--- src/lir_pkg.sv ---
// ----------------------------------------------------------------------------
// lir_pkg: shared definitions for the linear interpolation resampler
// Default sizes, rate register reset value, register indexes and the
// status bundle of the serial divider.
// ----------------------------------------------------------------------------
package lir_pkg;

    // default sizes
    localparam int MAX_UP_DEF      = 16;
    localparam int SAMPLE_BITS_DEF = 24;
    localparam int RATE_BITS_DEF   = 19;

    // rate register value after reset
    localparam int RATE_RST = 16000;

    // configuration register indexes
    localparam int CFG_IDX_BITS = 2;
    localparam logic [CFG_IDX_BITS-1:0] REG_IN_RATE  = CFG_IDX_BITS'(0);
    localparam logic [CFG_IDX_BITS-1:0] REG_OUT_RATE = CFG_IDX_BITS'(1);

    // divider status towards the sequencer
    typedef struct packed {
        logic busy;
        logic done;
    } lir_div_stat_t;

endpackage

--- src/lir_div.sv ---
// ----------------------------------------------------------------------------
// lir_div: bit-serial restoring divider
// One quotient bit per cycle; a start while busy is ignored. The partial
// remainder may be preloaded; it must be below the divisor. The quotient
// replaces the dividend in its shift register.
// ----------------------------------------------------------------------------
module lir_div
    import lir_pkg::*;
#(
    parameter int QUOT_BITS = SAMPLE_BITS_DEF,
    parameter int DIV_BITS  = RATE_BITS_DEF
)
(
    input  logic                 clk,
    input  logic                 rst_n,
    input  logic                 start,
    input  logic [QUOT_BITS-1:0] dividend,
    input  logic [DIV_BITS-1:0]  rem_init,
    input  logic [DIV_BITS-1:0]  divisor,
    output lir_div_stat_t        stat,
    output logic [QUOT_BITS-1:0] quotient,
    output logic [DIV_BITS-1:0]  remainder
);

    localparam int CNT_BITS = (QUOT_BITS > 1) ? $clog2(QUOT_BITS) : 1;

    logic                 busy_reg;
    logic                 busy_next;
    logic                 done_reg;
    logic                 done_next;
    logic [CNT_BITS-1:0]  cnt_reg;
    logic [CNT_BITS-1:0]  cnt_next;
    logic [QUOT_BITS-1:0] dvd_reg;
    logic [QUOT_BITS-1:0] dvd_next;
    logic [DIV_BITS-1:0]  rem_reg;
    logic [DIV_BITS-1:0]  rem_next;
    logic [DIV_BITS-1:0]  dsr_reg;
    logic [DIV_BITS-1:0]  dsr_next;

    logic [DIV_BITS:0]    trial;
    logic [DIV_BITS:0]    trial_diff;
    logic                 trial_ge;
    logic                 last_step;

    // one restoring step
    assign trial      = {rem_reg, dvd_reg[QUOT_BITS-1]};
    assign trial_ge   = (trial >= {1'b0, dsr_reg});
    assign trial_diff = trial - {1'b0, dsr_reg};
    assign last_step  = (cnt_reg == CNT_BITS'(QUOT_BITS - 1));

    // sequencing
    always_comb
    begin
        busy_next = busy_reg;
        done_next = 1'b0;
        cnt_next  = cnt_reg;
        dvd_next  = dvd_reg;
        rem_next  = rem_reg;
        dsr_next  = dsr_reg;
        if (start && !busy_reg)
        begin
            busy_next = 1'b1;
            cnt_next  = '0;
            dvd_next  = dividend;
            rem_next  = rem_init;
            dsr_next  = divisor;
        end
        else if (busy_reg)
        begin
            rem_next = trial_ge ? trial_diff[DIV_BITS-1:0] : trial[DIV_BITS-1:0];
            dvd_next = {dvd_reg[QUOT_BITS-2:0], trial_ge};
            cnt_next = cnt_reg + CNT_BITS'(1);
            if (last_step)
            begin
                busy_next = 1'b0;
                done_next = 1'b1;
            end
        end
    end

    // control registers
    always_ff @(posedge clk or negedge rst_n)
    begin
        if (!rst_n)
        begin
            busy_reg <= 1'b0;
            done_reg <= 1'b0;
        end
        else
        begin
            busy_reg <= busy_next;
            done_reg <= done_next;
        end
    end

    // datapath registers
    always_ff @(posedge clk)
    begin
        cnt_reg <= cnt_next;
        dvd_reg <= dvd_next;
        rem_reg <= rem_next;
        dsr_reg <= dsr_next;
    end

    assign stat.busy = busy_reg;
    assign stat.done = done_reg;
    assign quotient  = dvd_reg;
    assign remainder = rem_reg;

endmodule

--- src/linear_interp_resampler.sv ---
// ----------------------------------------------------------------------------
// linear_interp_resampler: sample rate converter by linear interpolation
// Items are taken one at a time: in_stall holds the input until the last item
// has emitted all its results. Every division runs on one shared bit-serial
// divider with max(SAMPLE_BITS, RATE_BITS+1) quotient bits.
// Reset (asynchronous, active low) sets both rates to 16000 and closes the
// stream; no clearing pass is needed.
// ----------------------------------------------------------------------------
module linear_interp_resampler
    import lir_pkg::*;
#(
    parameter int MAX_UP      = MAX_UP_DEF,
    parameter int SAMPLE_BITS = SAMPLE_BITS_DEF,
    parameter int RATE_BITS   = RATE_BITS_DEF
)
(
    input  logic                    clk,
    input  logic                    rst_n,
    // input samples
    input  logic                    in_valid,
    output logic                    in_stall,
    input  logic [SAMPLE_BITS-1:0]  sample_in,
    input  logic                    end_of_stream,
    // output samples
    output logic                    out_valid,
    input  logic                    out_stall,
    output logic [SAMPLE_BITS-1:0]  sample_out,
    output logic                    final_out,
    output logic                    overrun,
    // configuration writes
    input  logic                    cfg_valid,
    output logic                    cfg_ready,
    input  logic [CFG_IDX_BITS-1:0] cfg_index,
    input  logic [RATE_BITS-1:0]    cfg_data
);

    localparam int SB   = SAMPLE_BITS;
    localparam int RB   = RATE_BITS;
    localparam int QW   = (SB > RB + 1) ? SB : RB + 1;
    localparam int PW   = SB + RB;
    localparam int CAP  = 2 * MAX_UP;
    localparam int CW   = $clog2(CAP + 1);
    localparam int MCW  = $clog2(RB + 1);

    localparam logic [3:0] ST_IDLE   = 4'd0;
    localparam logic [3:0] ST_DIV_C  = 4'd1;
    localparam logic [3:0] ST_DIV_S  = 4'd2;
    localparam logic [3:0] ST_EOSCHK = 4'd3;
    localparam logic [3:0] ST_DIV_E  = 4'd4;
    localparam logic [3:0] ST_PLAN   = 4'd5;
    localparam logic [3:0] ST_MUL    = 4'd6;
    localparam logic [3:0] ST_DIV_I  = 4'd7;
    localparam logic [3:0] ST_OUT_I  = 4'd8;
    localparam logic [3:0] ST_EMIT_E = 4'd9;
    localparam logic [3:0] ST_COMMIT = 4'd10;

    // control state
    logic [3:0]    state_reg, state_next;
    logic [RB-1:0] in_rate_reg, in_rate_next;
    logic [RB-1:0] out_rate_reg, out_rate_next;
    logic          have_prev_reg, have_prev_next;
    logic [RB-1:0] phase_reg, phase_next;
    logic [RB:0]   skip_reg, skip_next;
    logic [SB-1:0] prev_reg, prev_next;
    logic          out_valid_reg, out_valid_next;

    // working registers
    logic [SB-1:0]  x_reg, x_next;
    logic           eos_reg, eos_next;
    logic [RB:0]    c_reg, c_next;
    logic [RB:0]    c2_reg, c2_next;
    logic [RB:0]    skip_w_reg, skip_w_next;
    logic [RB-1:0]  phase_w_reg, phase_w_next;
    logic [CW-1:0]  n1_reg, n1_next;
    logic [CW-1:0]  k2_reg, k2_next;
    logic           cut_reg, cut_next;
    logic [RB-1:0]  pos_reg, pos_next;
    logic [SB-1:0]  mag_reg, mag_next;
    logic           neg_reg, neg_next;
    logic [SB-1:0]  mul_hi_reg, mul_hi_next;
    logic [RB-1:0]  mul_lo_reg, mul_lo_next;
    logic [MCW-1:0] mul_cnt_reg, mul_cnt_next;
    logic [SB-1:0]  res_reg, res_next;
    logic [SB-1:0]  out_sample_reg, out_sample_next;
    logic           out_final_reg, out_final_next;
    logic           out_overrun_reg, out_overrun_next;
    logic           out_load;

    // divider connection
    logic          div_start;
    logic [QW-1:0] div_dividend;
    logic [RB-1:0] div_rem_init;
    logic [RB-1:0] div_divisor;
    lir_div_stat_t div_stat;
    logic [QW-1:0] div_quot;
    logic [RB-1:0] div_rem;

    // handshakes
    logic in_acc;
    logic cfg_acc;
    logic slot_free;
    logic rates_ok;

    // arithmetic
    logic [RB:0]     span_cur;
    logic [RB:0]     span_w;
    logic [RB:0]     total;
    logic [RB:0]     pos_step;
    logic [SB:0]     diff;
    logic [SB:0]     diff_neg;
    logic [SB:0]     mul_sum;
    logic [PW-1:0]   product;
    logic [SB:0]     q_round;
    logic [SB:0]     delta;
    logic [SB:0]     interp_full;
    logic [CW-1:0]   n1_calc;
    logic [CW-1:0]   room;
    logic [CW-1:0]   k2_calc;
    logic            cut_calc;

    lir_div #(
        .QUOT_BITS (QW),
        .DIV_BITS  (RB)
    ) u_div (
        .clk       (clk),
        .rst_n     (rst_n),
        .start     (div_start),
        .dividend  (div_dividend),
        .rem_init  (div_rem_init),
        .divisor   (div_divisor),
        .stat      (div_stat),
        .quotient  (div_quot),
        .remainder (div_rem)
    );

    // handshake terms
    assign cfg_ready = (state_reg == ST_IDLE);
    assign in_stall  = (state_reg != ST_IDLE) || cfg_valid;
    assign in_acc    = in_valid && !in_stall;
    assign cfg_acc   = cfg_valid && cfg_ready;
    assign slot_free = !out_valid_reg || !out_stall;
    assign rates_ok  = (in_rate_reg != '0) && (out_rate_reg != '0);

    // output positions still to reach in this interval: numerators of the ceil divide
    assign span_cur = {1'b0, out_rate_reg} - {1'b0, phase_reg} + {1'b0, in_rate_reg}
                      - (RB+1)'(1);
    assign span_w   = {1'b0, out_rate_reg} - {1'b0, phase_w_reg} + {1'b0, in_rate_reg}
                      - (RB+1)'(1);
    // position after the last output of the interval: phase + c*in
    assign total    = {1'b0, out_rate_reg} + {1'b0, in_rate_reg} - (RB+1)'(1)
                      - {1'b0, div_rem};
    assign pos_step = {1'b0, pos_reg} + {1'b0, in_rate_reg};

    // difference between the two neighbouring samples, as sign and magnitude
    assign diff     = {x_reg[SB-1], x_reg} - {prev_reg[SB-1], prev_reg};
    assign diff_neg = -diff;

    // shift-add multiplier step, one phase bit per cycle
    assign mul_sum  = {1'b0, mul_hi_reg} + (mul_lo_reg[0] ? {1'b0, mag_reg} : '0);
    assign product  = {mul_hi_reg, mul_lo_reg};

    // floor of the signed quotient, added to the earlier sample
    assign q_round     = {1'b0, div_quot[SB-1:0]} + {{SB{1'b0}}, (div_rem != '0)};
    assign delta       = neg_reg ? -q_round : {1'b0, div_quot[SB-1:0]};
    assign interp_full = {prev_reg[SB-1], prev_reg} + delta;

    // result counts under the per-item cap
    assign n1_calc  = (c_reg > (RB+1)'(CAP)) ? CW'(CAP) : c_reg[CW-1:0];
    assign room     = CW'(CAP) - n1_calc;
    assign k2_calc  = (c2_reg > (RB+1)'(room)) ? room : c2_reg[CW-1:0];
    assign cut_calc = (c_reg > (RB+1)'(CAP)) || (c2_reg > (RB+1)'(room));

    // divider operand selection
    always_comb
    begin
        div_start    = 1'b0;
        div_dividend = QW'(span_cur);
        div_rem_init = '0;
        div_divisor  = in_rate_reg;
        unique case (state_reg)
            ST_IDLE:
            begin
                if (in_acc && rates_ok && have_prev_reg && (skip_reg == '0))
                begin
                    div_start = 1'b1;
                end
            end
            ST_DIV_C:
            begin
                div_dividend = QW'(total);
                div_divisor  = out_rate_reg;
                div_start    = div_stat.done;
            end
            ST_EOSCHK:
            begin
                div_dividend = QW'(span_w);
                div_start    = eos_reg && (skip_w_reg == '0);
            end
            ST_MUL:
            begin
                div_dividend = product[QW-1:0];
                div_rem_init = RB'(product >> QW);
                div_divisor  = out_rate_reg;
                div_start    = (mul_cnt_reg == MCW'(RB));
            end
            default:
            begin
                div_start = 1'b0;
            end
        endcase
    end

    // sequencer
    always_comb
    begin
        state_next       = state_reg;
        in_rate_next     = in_rate_reg;
        out_rate_next    = out_rate_reg;
        have_prev_next   = have_prev_reg;
        phase_next       = phase_reg;
        skip_next        = skip_reg;
        prev_next        = prev_reg;
        x_next           = x_reg;
        eos_next         = eos_reg;
        c_next           = c_reg;
        c2_next          = c2_reg;
        skip_w_next      = skip_w_reg;
        phase_w_next     = phase_w_reg;
        n1_next          = n1_reg;
        k2_next          = k2_reg;
        cut_next         = cut_reg;
        pos_next         = pos_reg;
        mag_next         = mag_reg;
        neg_next         = neg_reg;
        mul_hi_next      = mul_hi_reg;
        mul_lo_next      = mul_lo_reg;
        mul_cnt_next     = mul_cnt_reg;
        res_next         = res_reg;
        out_load         = 1'b0;
        out_sample_next  = out_sample_reg;
        out_final_next   = out_final_reg;
        out_overrun_next = out_overrun_reg;

        unique case (state_reg)
            ST_IDLE:
            begin
                // a rate write closes the stream
                if (cfg_acc && ((cfg_index == REG_IN_RATE) || (cfg_index == REG_OUT_RATE)))
                begin
                    if (cfg_index == REG_IN_RATE)
                    begin
                        in_rate_next = cfg_data;
                    end
                    else
                    begin
                        out_rate_next = cfg_data;
                    end
                    have_prev_next = 1'b0;
                    phase_next     = '0;
                    skip_next      = '0;
                    prev_next      = '0;
                end
                else if (in_acc && rates_ok)
                begin
                    x_next   = sample_in;
                    eos_next = end_of_stream;
                    c_next   = '0;
                    c2_next  = '0;
                    if (!have_prev_reg)
                    begin
                        skip_w_next  = '0;
                        phase_w_next = '0;
                        state_next   = ST_EOSCHK;
                    end
                    else if (skip_reg != '0)
                    begin
                        skip_w_next  = skip_reg - (RB+1)'(1);
                        phase_w_next = phase_reg;
                        state_next   = ST_EOSCHK;
                    end
                    else
                    begin
                        state_next = ST_DIV_C;
                    end
                end
            end

            ST_DIV_C:
            begin
                // count of outputs in this interval
                if (div_stat.done)
                begin
                    c_next     = div_quot[RB:0];
                    state_next = ST_DIV_S;
                end
            end

            ST_DIV_S:
            begin
                // new whole part and phase
                if (div_stat.done)
                begin
                    skip_w_next  = div_quot[RB:0] - (RB+1)'(1);
                    phase_w_next = div_rem;
                    state_next   = ST_EOSCHK;
                end
            end

            ST_EOSCHK:
            begin
                if (eos_reg && (skip_w_reg == '0))
                begin
                    state_next = ST_DIV_E;
                end
                else
                begin
                    state_next = ST_PLAN;
                end
            end

            ST_DIV_E:
            begin
                // count of tail outputs held at the last sample
                if (div_stat.done)
                begin
                    c2_next    = div_quot[RB:0];
                    state_next = ST_PLAN;
                end
            end

            ST_PLAN:
            begin
                n1_next      = n1_calc;
                k2_next      = k2_calc;
                cut_next     = cut_calc;
                pos_next     = phase_reg;
                neg_next     = diff[SB];
                mag_next     = diff[SB] ? diff_neg[SB-1:0] : diff[SB-1:0];
                mul_hi_next  = '0;
                mul_lo_next  = phase_reg;
                mul_cnt_next = '0;
                if (n1_calc != '0)
                begin
                    state_next = ST_MUL;
                end
                else if (k2_calc != '0)
                begin
                    state_next = ST_EMIT_E;
                end
                else
                begin
                    state_next = ST_COMMIT;
                end
            end

            ST_MUL:
            begin
                if (mul_cnt_reg == MCW'(RB))
                begin
                    state_next = ST_DIV_I;
                end
                else
                begin
                    {mul_hi_next, mul_lo_next} = {mul_sum, mul_lo_reg[RB-1:1]};
                    mul_cnt_next = mul_cnt_reg + MCW'(1);
                end
            end

            ST_DIV_I:
            begin
                if (div_stat.done)
                begin
                    res_next   = interp_full[SB-1:0];
                    state_next = ST_OUT_I;
                end
            end

            ST_OUT_I:
            begin
                // hand one interpolated result to the output register
                if (slot_free)
                begin
                    out_load         = 1'b1;
                    out_sample_next  = res_reg;
                    out_final_next   = eos_reg && (n1_reg == CW'(1)) && (k2_reg == '0);
                    out_overrun_next = cut_reg;
                    n1_next          = n1_reg - CW'(1);
                    if (n1_reg != CW'(1))
                    begin
                        pos_next     = pos_step[RB-1:0];
                        mul_hi_next  = '0;
                        mul_lo_next  = pos_step[RB-1:0];
                        mul_cnt_next = '0;
                        state_next   = ST_MUL;
                    end
                    else if (k2_reg != '0)
                    begin
                        state_next = ST_EMIT_E;
                    end
                    else
                    begin
                        state_next = ST_COMMIT;
                    end
                end
            end

            ST_EMIT_E:
            begin
                // tail results repeat the last sample
                if (slot_free)
                begin
                    out_load         = 1'b1;
                    out_sample_next  = x_reg;
                    out_final_next   = (k2_reg == CW'(1));
                    out_overrun_next = cut_reg;
                    k2_next          = k2_reg - CW'(1);
                    if (k2_reg == CW'(1))
                    begin
                        state_next = ST_COMMIT;
                    end
                end
            end

            ST_COMMIT:
            begin
                if (eos_reg)
                begin
                    have_prev_next = 1'b0;
                    phase_next     = '0;
                    skip_next      = '0;
                    prev_next      = '0;
                end
                else
                begin
                    have_prev_next = 1'b1;
                    phase_next     = phase_w_reg;
                    skip_next      = skip_w_reg;
                    prev_next      = x_reg;
                end
                state_next = ST_IDLE;
            end

            default:
            begin
                state_next = ST_IDLE;
            end
        endcase
    end

    // output register valid
    always_comb
    begin
        priority if (out_load)
        begin
            out_valid_next = 1'b1;
        end
        else if (out_valid_reg && !out_stall)
        begin
            out_valid_next = 1'b0;
        end
        else
        begin
            out_valid_next = out_valid_reg;
        end
    end

    // control registers
    always_ff @(posedge clk or negedge rst_n)
    begin
        if (!rst_n)
        begin
            state_reg     <= ST_IDLE;
            in_rate_reg   <= RB'(RATE_RST);
            out_rate_reg  <= RB'(RATE_RST);
            have_prev_reg <= 1'b0;
            phase_reg     <= '0;
            skip_reg      <= '0;
            prev_reg      <= '0;
            out_valid_reg <= 1'b0;
        end
        else
        begin
            state_reg     <= state_next;
            in_rate_reg   <= in_rate_next;
            out_rate_reg  <= out_rate_next;
            have_prev_reg <= have_prev_next;
            phase_reg     <= phase_next;
            skip_reg      <= skip_next;
            prev_reg      <= prev_next;
            out_valid_reg <= out_valid_next;
        end
    end

    // datapath registers
    always_ff @(posedge clk)
    begin
        x_reg           <= x_next;
        eos_reg         <= eos_next;
        c_reg           <= c_next;
        c2_reg          <= c2_next;
        skip_w_reg      <= skip_w_next;
        phase_w_reg     <= phase_w_next;
        n1_reg          <= n1_next;
        k2_reg          <= k2_next;
        cut_reg         <= cut_next;
        pos_reg         <= pos_next;
        mag_reg         <= mag_next;
        neg_reg         <= neg_next;
        mul_hi_reg      <= mul_hi_next;
        mul_lo_reg      <= mul_lo_next;
        mul_cnt_reg     <= mul_cnt_next;
        res_reg         <= res_next;
        out_sample_reg  <= out_sample_next;
        out_final_reg   <= out_final_next;
        out_overrun_reg <= out_overrun_next;
    end

    assign out_valid  = out_valid_reg;
    assign sample_out = out_sample_reg;
    assign final_out  = out_final_reg;
    assign overrun    = out_overrun_reg;

`ifndef SYNTHESIS
    // the divider only finishes while the sequencer waits for it
    assert property (@(posedge clk) disable iff (!rst_n)
        div_stat.done |-> ((state_reg == ST_DIV_C) || (state_reg == ST_DIV_S) ||
                           (state_reg == ST_DIV_E) || (state_reg == ST_DIV_I)))
        else $error("divider finished outside a wait state");

    // an interpolated result is only offered while some remain
    assert property (@(posedge clk) disable iff (!rst_n)
        (state_reg == ST_OUT_I) |-> (n1_reg != '0))
        else $error("interpolated result with no count left");

    // end of stream closes the stream
    assert property (@(posedge clk) disable iff (!rst_n)
        ((state_reg == ST_COMMIT) && eos_reg) |=> !have_prev_reg)
        else $error("stream still open after end of stream");

    // the stored phase stays below the target rate
    assert property (@(posedge clk) disable iff (!rst_n)
        ((state_reg == ST_IDLE) && (out_rate_reg != '0)) |-> (phase_reg < out_rate_reg))
        else $error("phase not below target rate");
`endif

endmodule
--- config.mk ---
export PLATFORM = sky130hd
export DESIGN_NAME = linear_interp_resampler
export DESIGN_NICKNAME = d
export VERILOG_FILES = /design/src/lir_pkg.sv /design/src/lir_div.sv /design/src/linear_interp_resampler.sv
export SDC_FILE = /design/constraint.sdc
export NUM_CORES = 1
export LEC_CHECK = 0
export ABC_AREA = 1
export BUFFER_PORTS_ARGS = -buffer_cell sky130_fd_sc_hd__buf_2
export CORE_ASPECT_RATIO = 1.75
export CORE_UTILIZATION = 45
export DETAILED_ROUTE_END_ITERATION = 10
export PLACE_DENSITY = 0.6
export SYNTH_ARGS = -nofsm -noshare
export SYNTH_HDL_FRONTEND = slang
export SYNTH_HIERARCHICAL = 1
export SYNTH_SLANG_ARGS = --single-unit
--- constraint.sdc ---
create_clock -name clk -period 9.7 [get_ports clk]
set_input_delay 0.485 -clock clk [delete_from_list [all_inputs] [get_ports clk]]
set_output_delay 0.485 -clock clk [all_outputs]
set_load 0.05 [all_outputs]
# Word-level counts from Yosys, hierarchy flattened
# Index checks and enable logic that the tools add are counted.
# totals
register_bits	435
# classes
addsub	24
muxes	95
bitwise_logic	2
n_eq_ne	30
n_reduce_logical	60
magnitude_cmp	3
# op_table
operator	count
two-way mux 24 bit	12
two-way mux 19 bit	15
two-way mux 20 bit	10
one-hot mux 20 bit (2 select lines)	4
one-hot mux 24 bit (3 select lines)	2
one-hot mux 19 bit (2 select lines)	3
subtractor 20 x 1 -> 20 bit, second input constant	5
one-hot mux 24 bit (2 select lines)	2
one-hot mux 19 bit (3 select lines)	1
nonzero test 19 bit	3
two-way mux 4 bit	12
negator 24 bit	2
adder 20 x 19 -> 20 bit	2
zero test 20 bit	2
one-hot mux 4 bit (10 select lines)	1
subtractor 19 x 19 -> 20 bit	2
adder 24 x 24 -> 25 bit	1
subtractor 24 x 24 -> 25 bit	1
adder 24 x 1 -> 24 bit	1
adder 24 bit	1
two-way mux 6 bit	4
one-hot mux 6 bit (2 select lines)	2
adder 19 x 19 -> 20 bit	1
greater-or-equal comparator 20 x 19 -> 1 bit	1
43 further kinds	124

# Logic depth before layout (Yosys ltp)
# Gate-level depths: netlist of run 1.
# logic_depth
word_depth	11
mapped_depth	30

# Modules after synthesis
# The synthesis of run 1 kept the hierarchy.
# modules_own_cells
mod	area_each_um2	cells_each	instances
linear_interp_resampler	27797.9	3564	1
lir_div	4314.1	561	1

# Least setup slack after synthesis of run 1
# No wires, ideal clock.
# synth_timing
path_kind	register -> register
startpoint	register state_reg[3]
endpoint	register c2_reg[0] (enable)
period_less_slack_ns	5.786
path_buffers	0
arrival_time_ns	5.280
setup_ns	0.507
path_stages_with_launch	10
path_slack_ns	3.914
cell_sequence	dfrtp_1 > nor2_1 > inv_1 > nor2_2 > nand2_1 > nor2_1 > nand3_1 > nand2_1 > inv_1 > a2111oi_0
# synth_via
elab_cells_between_ends	14
classes_between	eq/ne: 4; reduce/logical: 10
# synth_rtl
element	line_no	text
start: declaration	linear_interp_resampler.sv:58	logic [3:0] state_reg, state_next;
start signal: assignment	linear_interp_resampler.sv:483	state_reg <= state_next;
zero test 4 bit (*)	linear_interp_resampler.sv:137	assign cfg_ready = (state_reg == ST_IDLE);
named net cfg_ready	linear_interp_resampler.sv:32	output logic cfg_ready,
logical AND 1 bit	linear_interp_resampler.sv:140	assign cfg_acc = cfg_valid && cfg_ready;
logical AND 1 bit	linear_interp_resampler.sv:248	if (cfg_acc && ((cfg_index == REG_IN_RATE) || (cfg_index == REG_OUT_RATE)))
!= test 2 bit (no line)	--	
AND reduction 4 bit (no line) (*)	--	
end signal: assignment	linear_interp_resampler.sv:500	c2_reg <= c2_next;
end: declaration	linear_interp_resampler.sv:71	logic [RB:0] c2_reg, c2_next;
# Mark *: on every way through the listed nets, which the timed path passes. The rest lies on a longest branch.
# A chain may end at the register's enable or synchronous reset.

# Final worst setup path of run 1
# layout_timing
startpoint	register u_div.rem_reg[12] (netlist: u_div/remainder[12])
endpoint	register res_reg[21] (data pin)
# layout_via
elab_chain_len	5
# layout_lines
element	line_no	text
start: declaration	lir_div.sv:35	logic [DIV_BITS-1:0] rem_reg;
start signal: assignment	lir_div.sv:101	rem_reg <= rem_next;
nonzero test 19 bit	linear_interp_resampler.sv:163	assign q_round = {1'b0, div_quot[SB-1:0]} + {{SB{1'b0}}, (div_rem != '0)};
adder 24 x 1 -> 24 bit	linear_interp_resampler.sv:163	
negator 24 bit	linear_interp_resampler.sv:164	assign delta = neg_reg ? -q_round : {1'b0, div_quot[SB-1:0]};
two-way mux 24 bit	linear_interp_resampler.sv:164	
adder 24 bit	linear_interp_resampler.sv:165	assign interp_full = {prev_reg[SB-1], prev_reg} + delta;
named net interp_full[21]	linear_interp_resampler.sv:115	logic [SB:0] interp_full;
end signal: assignment	linear_interp_resampler.sv:512	res_reg <= res_next;
end: declaration	linear_interp_resampler.sv:83	logic [SB-1:0] res_reg, res_next;
# The timed path passes the listed nets, and every way through them passes these cells.

==> impl_summary.log, run 1 <==
[metrics] status: complete, but fails checks
[metrics] violated checks: negative hold slack
[metrics] core region area: 70,700 um2
[metrics] accumulated negative setup slack: 0 ns
[metrics] die width: 204 um
[metrics] Rel. slew slack: 0.190
[metrics] endpoint required time on the critical path: 10.04 ns
[metrics] height of the die: 355 um
[metrics] TritonCTS clock tree: built
[metrics] total routing usage reported by global routing: 0.318
[metrics] DRC violation total after the first TritonRoute iteration: 2,069
[metrics] Via-to-Cell Ratio: 5.51
[metrics] floorplan die area: 72,500 um2
[metrics] count of buffers added by post-CTS timing repair for setup: 0
[metrics] Worst R2R Setup Slack: around 3.4 ns
[metrics] final number of max-transition violations: 0
[metrics] unrepaired setup endpoints after global routing: no
[metrics] sum of overflow across all layers after global routing: 0
[metrics] worst-case reg-to-reg path depth: 22
[metrics] Mapped Nets: 4,459
[metrics] boundary pin count: 80
[metrics] Worst Hold Slack: -0.00533 ns
[metrics] DPL Wire Length: between 90,000 and 100,000 um
[metrics] CTS Buf Count: 45
[metrics] total of warnings raised by yosys: 6
[metrics] number of iterations in the first detailed-routing pass: 7
[metrics] Critical Setup Path Class: register to register
[metrics] Hold/Removal Path Class: input port to async pin
[metrics] WL/cell: ~22 um
[metrics] Critical Path Fanout Max: 5
[metrics] crit path DAT: ~6.7 ns
[metrics] number of antenna violations at the first check in global routing: 0
[metrics] signed area change from the synthesized netlist to the final layout: 9.31%
[metrics] Port Buffers: between 70 and 80
[metrics] launching element type of the critical path: register
[metrics] launch point of the critical path: u_div/remainder[12]
[metrics] total length of routed wires: 114,000 um
[metrics] number of gates resized after cts: 0
[metrics] achievable clock frequency: 0.159 GHz
[metrics] Layout Utilization: 0.496
[metrics] final cell area excluding filler cells: 35,100 um2
[metrics] period utilization: 0.650
[metrics] clk_lat worst skew: roughly 0.62 ns
[metrics] mean area per synthesized cell: approximately 7.8 um2
[metrics] Rows: 129
[metrics] CTS H-tree lvls: 2
[metrics] weighted congestion at the end of routability-driven global placement: 1.03
[metrics] number of maximum-capacitance violations: 0
[metrics] proportion of layout cells with a drive suffix above 1: 0.0658
[metrics] capture instance of the worst register-to-register path: res_reg[21]
[metrics] CTS hold repair buffers: 0
[metrics] crit path capture type: register
[metrics] post-detailed-route DRC marker count: 0
[metrics] number of global-route vias before repair: 28,922
[metrics] final clock skew: 0.0359 ns
[metrics] Post-Syn Instances: 4,124
[metrics] # placed instances: around 5,100
[metrics] starting density of the core: 0.454
[metrics] TritonCTS sink count: about 440
[metrics] number of hold-slack violations in the final timing report: 1
[metrics] maximum number of pins on one net before global-route repair: 66
[metrics] vias after detailed routing: 28,298
[metrics] transition at the pin with the smallest max-transition slack: 1.21 ns
[metrics] capturing instance or port of the critical path: res_reg[21]
[metrics] global-route wire length before repair: 171,000 um
[metrics] clock-pin slew of the registers on the worst-case setup and hold paths: roughly 0.070 ns
[metrics] launch point of the worst reg-to-reg path: u_div/remainder[12]
[metrics] Final #Nets: 4,522
[metrics] number of diodes added for antenna fixing: 0
[metrics] buffer cell driving the clock tree root: clkbuf_16
[metrics] non-filler cells in the finished layout: 5,140
[metrics] total standard cell area after synthesis: 32,100 um2
[metrics] maximum root-to-sink buffer count: 3
[metrics] placed instance area: 33,500 um2
[metrics] Antenna Violating Nets Remaining: 0
[metrics] # setup viols final: 0
[metrics] Final min period: about 6.3 ns
-- stage by stage --
step,worst slack (ns),hold slack [ns]
global route,3.12,0.0391
detailed placement,3.57,0.411
floorplan,3.91,0.189
global placement,3.66,0.403
finish,3.39,-0.00533
CTS,3.52,0.0132
-- worst min path at each step --
stage / startpoint / end / cells past startpoint
after floorplan: rst_n / have_prev_reg / 0
after global placement: cut_reg / overrun / 0
after detailed placement: cut_reg / overrun / 0
after CTS: rst_n / u_div/done_reg / 1
after global routing: sample_in[10] / x_reg[10] / 1
final: rst_n / phase_reg[14] / 1
-- area by class of cell --
cell class | count | area, um2
Clock buffer | 54 | 1220
Tap cell | 917 | 1150
Timing Repair Buffer | 106 | 601
Inverter | 706 | 2650
Sequential cell | 435 | 12500
Fill cell | 7122 | 35600
Clock inverter | 29 | 332
Multi-Input combinational cell | 2893 | 16700
-- cell usage in the layout, fill, tap and decap left out, drive strengths merged, types with 12 or more instances in the layout --
cell    instances
xnor2          32
nand4          77
nand3b         17
o211ai         28
nand3         206
a21oi         270
edfxtp        321
o22ai          50
dfstp          12
nor2          324
buf           106
nand2        1000
fa             65
nor3           53
ha            219
nor4           24
dfrtp          97
xor2           70
clkinv         18
a31oi          13
clkbuf         54
o21ai         367
inv           708
-- worst max-delay path, cell delays in order (launching register included) --
cell and delay (ns):
edfxtp_1 0.47, nor4_1 0.48, nand4_1 0.24, nor4_1 0.78, ha_1 0.29, ha_1 0.17, inv_1 0.05, ha_1 0.18
or2_2 0.29, o21ai_2 0.21, a21oi_1 0.15, o21ai_2 0.17, a21oi_1 0.15, o21ai_0 0.42, xor2_1 0.18, o21ai_0 0.11
ha_1 0.40, nand2_1 0.14, nor4_1 0.41, a21oi_1 0.22, o21bai_1 0.24, a31oi_1 0.13, xnor2_1 0.14
-- per-layer routing --
layer / global-route usage / wire length, um / vias to the layer above
met5: 0 / 0 / -
met4: 0.268 / 11200 / 0
met3: 0.0362 / 4390 / 322
met2: 0.594 / 59700 / 839
met1: 0.308 / 38600 / 13355
li1: - / - / 13782
Power of run 1 is not shown: default switching activity piles up to over one toggle a cycle in this logic, so the estimate is an artifact.
==> run 2, diff against run 1 <==
Settings changed: ABC_AREA 1 to 0, PLACE_DENSITY 0.6 to 0.62.
Clock period 9.7 ns to 5.5 ns, I/O delays scaled along.
==> impl_summary.log, run 2 <==
[metrics] crit path capture type: register (unchanged)
[metrics] Post-Syn Instances: 3,115 (was 4,124)
[metrics] accumulated negative setup slack: 0 ns (unchanged)
[metrics] # setup viols final: 0 (unchanged)
[metrics] vias after detailed routing: 24,162 (was 28,298)
[metrics] clock-pin slew of the registers on the worst-case setup and hold paths: 0.06 ns (was 0.07 ns)
[metrics] WL/cell: 22.5 um (was 22.2 um)
[metrics] core region area: 66,500 um2 (was 70,700 um2)
[metrics] CTS Buf Count: 46 (was 45)
[metrics] TritonCTS sink count: 435 (unchanged)
[metrics] Cell Chain, Critical Path: nor4_4 -> nand4_1 -> nor4_2 -> buf_4 -> ha_1 -> ha_1 -> inv_1 -> ha_1 -> nor2_1 -> o311a_1 -> nor4_2 -> o31ai_2 -> a2111oi_1 -> o31ai_1 -> a21oi_1 -> o31ai_1 -> xnor2_1 -> mux2i_1 -> ha_1 -> nand3_1 -> o31ai_1 -> o41a_1 -> xor2_1 (was nor4_1 -> nand4_1 -> nor4_1 -> ha_1 -> ha_1 -> inv_1 -> ha_1 -> or2_2 -> o21ai_2 -> a21oi_1 -> o21ai_2 -> a21oi_1 -> o21ai_0 -> xor2_1 -> o21ai_0 -> ha_1 -> nand2_1 -> nor4_1 -> a21oi_1 -> o21bai_1 -> a31oi_1 -> xnor2_1)
[metrics] Port Buffers: 79 (unchanged)
[metrics] CTS H-tree lvls: 2 (unchanged)
[metrics] Top delay family on crit path: compound AO/OA/AOI/OAI gates (was simple AND/OR/NAND/NOR gates)
[metrics] Final min period: 5.17 ns (was 6.31 ns)
[metrics] top library cells by usage in the layout, fill and taps aside: nand2_1 (360), edfxtp_1 (321), inv_1 (278) (was nand2_1 (978), inv_1 (694), o21ai_0 (362))
[metrics] buffer cell driving the clock tree root: clkbuf_16 (unchanged)
[metrics] weighted congestion at the end of routability-driven global placement: 0.985 (was 1.03)
[metrics] total length of routed wires: 93,600 um (was 114,000 um)
[metrics] most frequent cell on the critical path: ha_1 (unchanged)
[metrics] global-route wire length before repair: 143,000 um (was 171,000 um)
[metrics] Hold/Removal Path Class: input port to register (was input port to async pin)
[metrics] most common cell after layout, fill and taps aside: nand2_1 (unchanged)
[metrics] height of the die: 345 um (was 355 um)
[metrics] mean area per synthesized cell: 9.72 um2 (was 7.78 um2)
[metrics] signed area change from the synthesized netlist to the final layout: 11.9% (was 9.31%)
[metrics] number of antenna violations at the first check in global routing: 1 (was 0)
[metrics] status: completed (was complete, but fails checks)
[metrics] achievable clock frequency: 0.194 GHz (was 0.159 GHz)
[metrics] total routing usage reported by global routing: 0.276 (was 0.318)
[metrics] Mapped Nets: 3,450 (was 4,459)
[metrics] endpoint required time on the critical path: 5.86 ns (was 10.04 ns)
[metrics] DRC violation total after the first TritonRoute iteration: 1,432 (was 2,069)
[metrics] worst-case reg-to-reg path depth: 23 (was 22)
[metrics] total standard cell area after synthesis: 30,300 um2 (was 32,100 um2)
[metrics] starting density of the core: 0.456 (was 0.454)
[metrics] TritonCTS clock tree: built (unchanged)
[metrics] maximum root-to-sink buffer count: 3 (unchanged)
[metrics] period utilization: 0.940 (was 0.650)
[metrics] final clock skew: 0.0372 ns (was 0.0359 ns)
[metrics] Final #Nets: 3,575 (was 4,522)
[metrics] number of global-route vias before repair: 25,018 (was 28,922)
[metrics] cell type of the slowest stage on the worst timing path: edfxtp_1 (was nor4_1)
[metrics] Layout Utilization: 0.510 (was 0.496)
[metrics] number of hold-slack violations in the final timing report: 0 (was 1)
[metrics] boundary pin count: 80 (unchanged)
[metrics] maximum number of pins on one net before global-route repair: 65 (was 66)
[metrics] Worst R2R Setup Slack: 0.33 ns (was 3.39 ns)
[metrics] Critical Path Fanout Max: 5 (unchanged)
[metrics] capture instance of the worst register-to-register path: res_reg[22] (was res_reg[21])
[metrics] slowest cell delay on critical path: 0.43 ns (was 0.78 ns)
[metrics] startpoint of the most critical hold path: out_stall
[metrics] number of buffer and inverter stages on the critical path: 2 (was 1)
[metrics] Critical Setup Path Class: register to register (unchanged)
[metrics] launch point of the worst reg-to-reg path: u_div/remainder[0] (was u_div/remainder[12])
[metrics] hold-critical path depth: 3
[metrics] Antenna Violating Nets Remaining: 0 (unchanged)
[metrics] Rows: 125 (was 129)
[metrics] final number of max-transition violations: 0 (unchanged)
[metrics] number of iterations in the first detailed-routing pass: 7 (unchanged)
[metrics] post-detailed-route DRC marker count: 0 (unchanged)
[metrics] unrepaired setup endpoints after global routing: no (unchanged)
[metrics] number of diodes added for antenna fixing: 0 (unchanged)
[metrics] Rel. slew slack: 0.187 (was 0.190)
[metrics] sum of overflow across all layers after global routing: 0 (unchanged)
[metrics] transition at the pin with the smallest max-transition slack: 1.22 ns (was 1.21 ns)
[metrics] proportion of layout cells with a drive suffix above 1: 0.106 (was 0.0658)
[metrics] Via-to-Cell Ratio: 5.80 (was 5.51)
[metrics] die width: 198 um (was 204 um)
[metrics] number of maximum-capacitance violations: 0 (unchanged)
[metrics] clk_lat worst skew: 0.63 ns (was 0.62 ns)
[metrics] floorplan die area: 68,400 um2 (was 72,500 um2)
[metrics] total of warnings raised by yosys: 6 (unchanged)
[metrics] filler cell count in the final layout: 6,055 (was 7,122)
[metrics] crit path DAT: 5.53 ns (was 6.65 ns)
[metrics] terminating pin of the worst hold path: out_valid
[metrics] DPL Wire Length: 72,600 um (was 91,600 um)
[metrics] launching element type of the critical path: register (unchanged)
==> run 2: repair_timing <==
action / in CTS / in global routing
resized for setup: 0 / 13
buffers inserted: 0 / 1
hold buffers: 45 / 0
endpoints found under the hold margin: 85 / 0
setup endpoints to repair: 0 / 4
==> run 2: worst register-to-register path: cells and delay by family, from the launching register on <==
kind,cells,cell delay [ns]
simple gates,6,0.95
fa+ha+maj,4,0.97
xor+xnor,2,0.23
compound gates,8,1.94
buf+inv,2,0.29
mux,1,0.11
flops,1,0.43
==> run 2: worst max-delay path by stage <==
stage	start	end	slack, ns	depth (start not counted)
finish	u_div/remainder[0]	res_reg[22]	0.33	23
global route	u_div/remainder[3]	res_reg[23]	0.03	27
CTS	u_div/remainder[0]	res_reg[22]	0.04	23
detailed placement	u_div/remainder[0]	res_reg[22]	0.08	23
global placement	u_div/remainder[0]	res_reg[22]	0.14	23
floorplan	state_reg[3]	phase_w_reg[0]	0.35	9
==> run 2: area by class of cell <==
class | instances | area, um2 | share of cell area
clock inverter | 24 | 158 | 0.00465
inverter | 281 | 1050 | 0.0311
clock buffer | 61 | 1310 | 0.0386
timing repair buffer | 185 | 1310 | 0.0385
sequential | 435 | 12500 | 0.368
multi-input combinational | 2291 | 16500 | 0.486
tap | 889 | 1110 | 0.0328
==> run 2: layer usage <==
| layer | track usage | vias to the layer above | part of all wire | routed length (um) |
|---|---|---|---|---|
| met5 | 0 | - | 0.000096 | 9 |
| met4 | 0.177 | 2 | 0.071 | 6630 |
| met3 | 0.0327 | 255 | 0.039 | 3630 |
| met2 | 0.511 | 684 | 0.53 | 49500 |
| met1 | 0.290 | 11822 | 0.36 | 33900 |
| li1 | - | 11399 | - | - |
==> run 2: through the flow <==
step | hold slack, ns | std cells | setup WS (ns) | area [um2]
6_report | 0.0294 | 4166 | 0.332 | 33900
5_1_grt | 0.0405 | 4166 | 0.0262 | 33900
4_1_cts | 0.0128 | 4165 | 0.0432 | 33800
3_5_place_dp | 0.219 | 4035 | 0.0789 | 31900
3_3_place_gp | 0.219 | 4035 | 0.139 | 31900
2_1_floorplan | -0.0206 | 3115 | 0.352 | 30300
Power of run 2 is left out for the same reason.
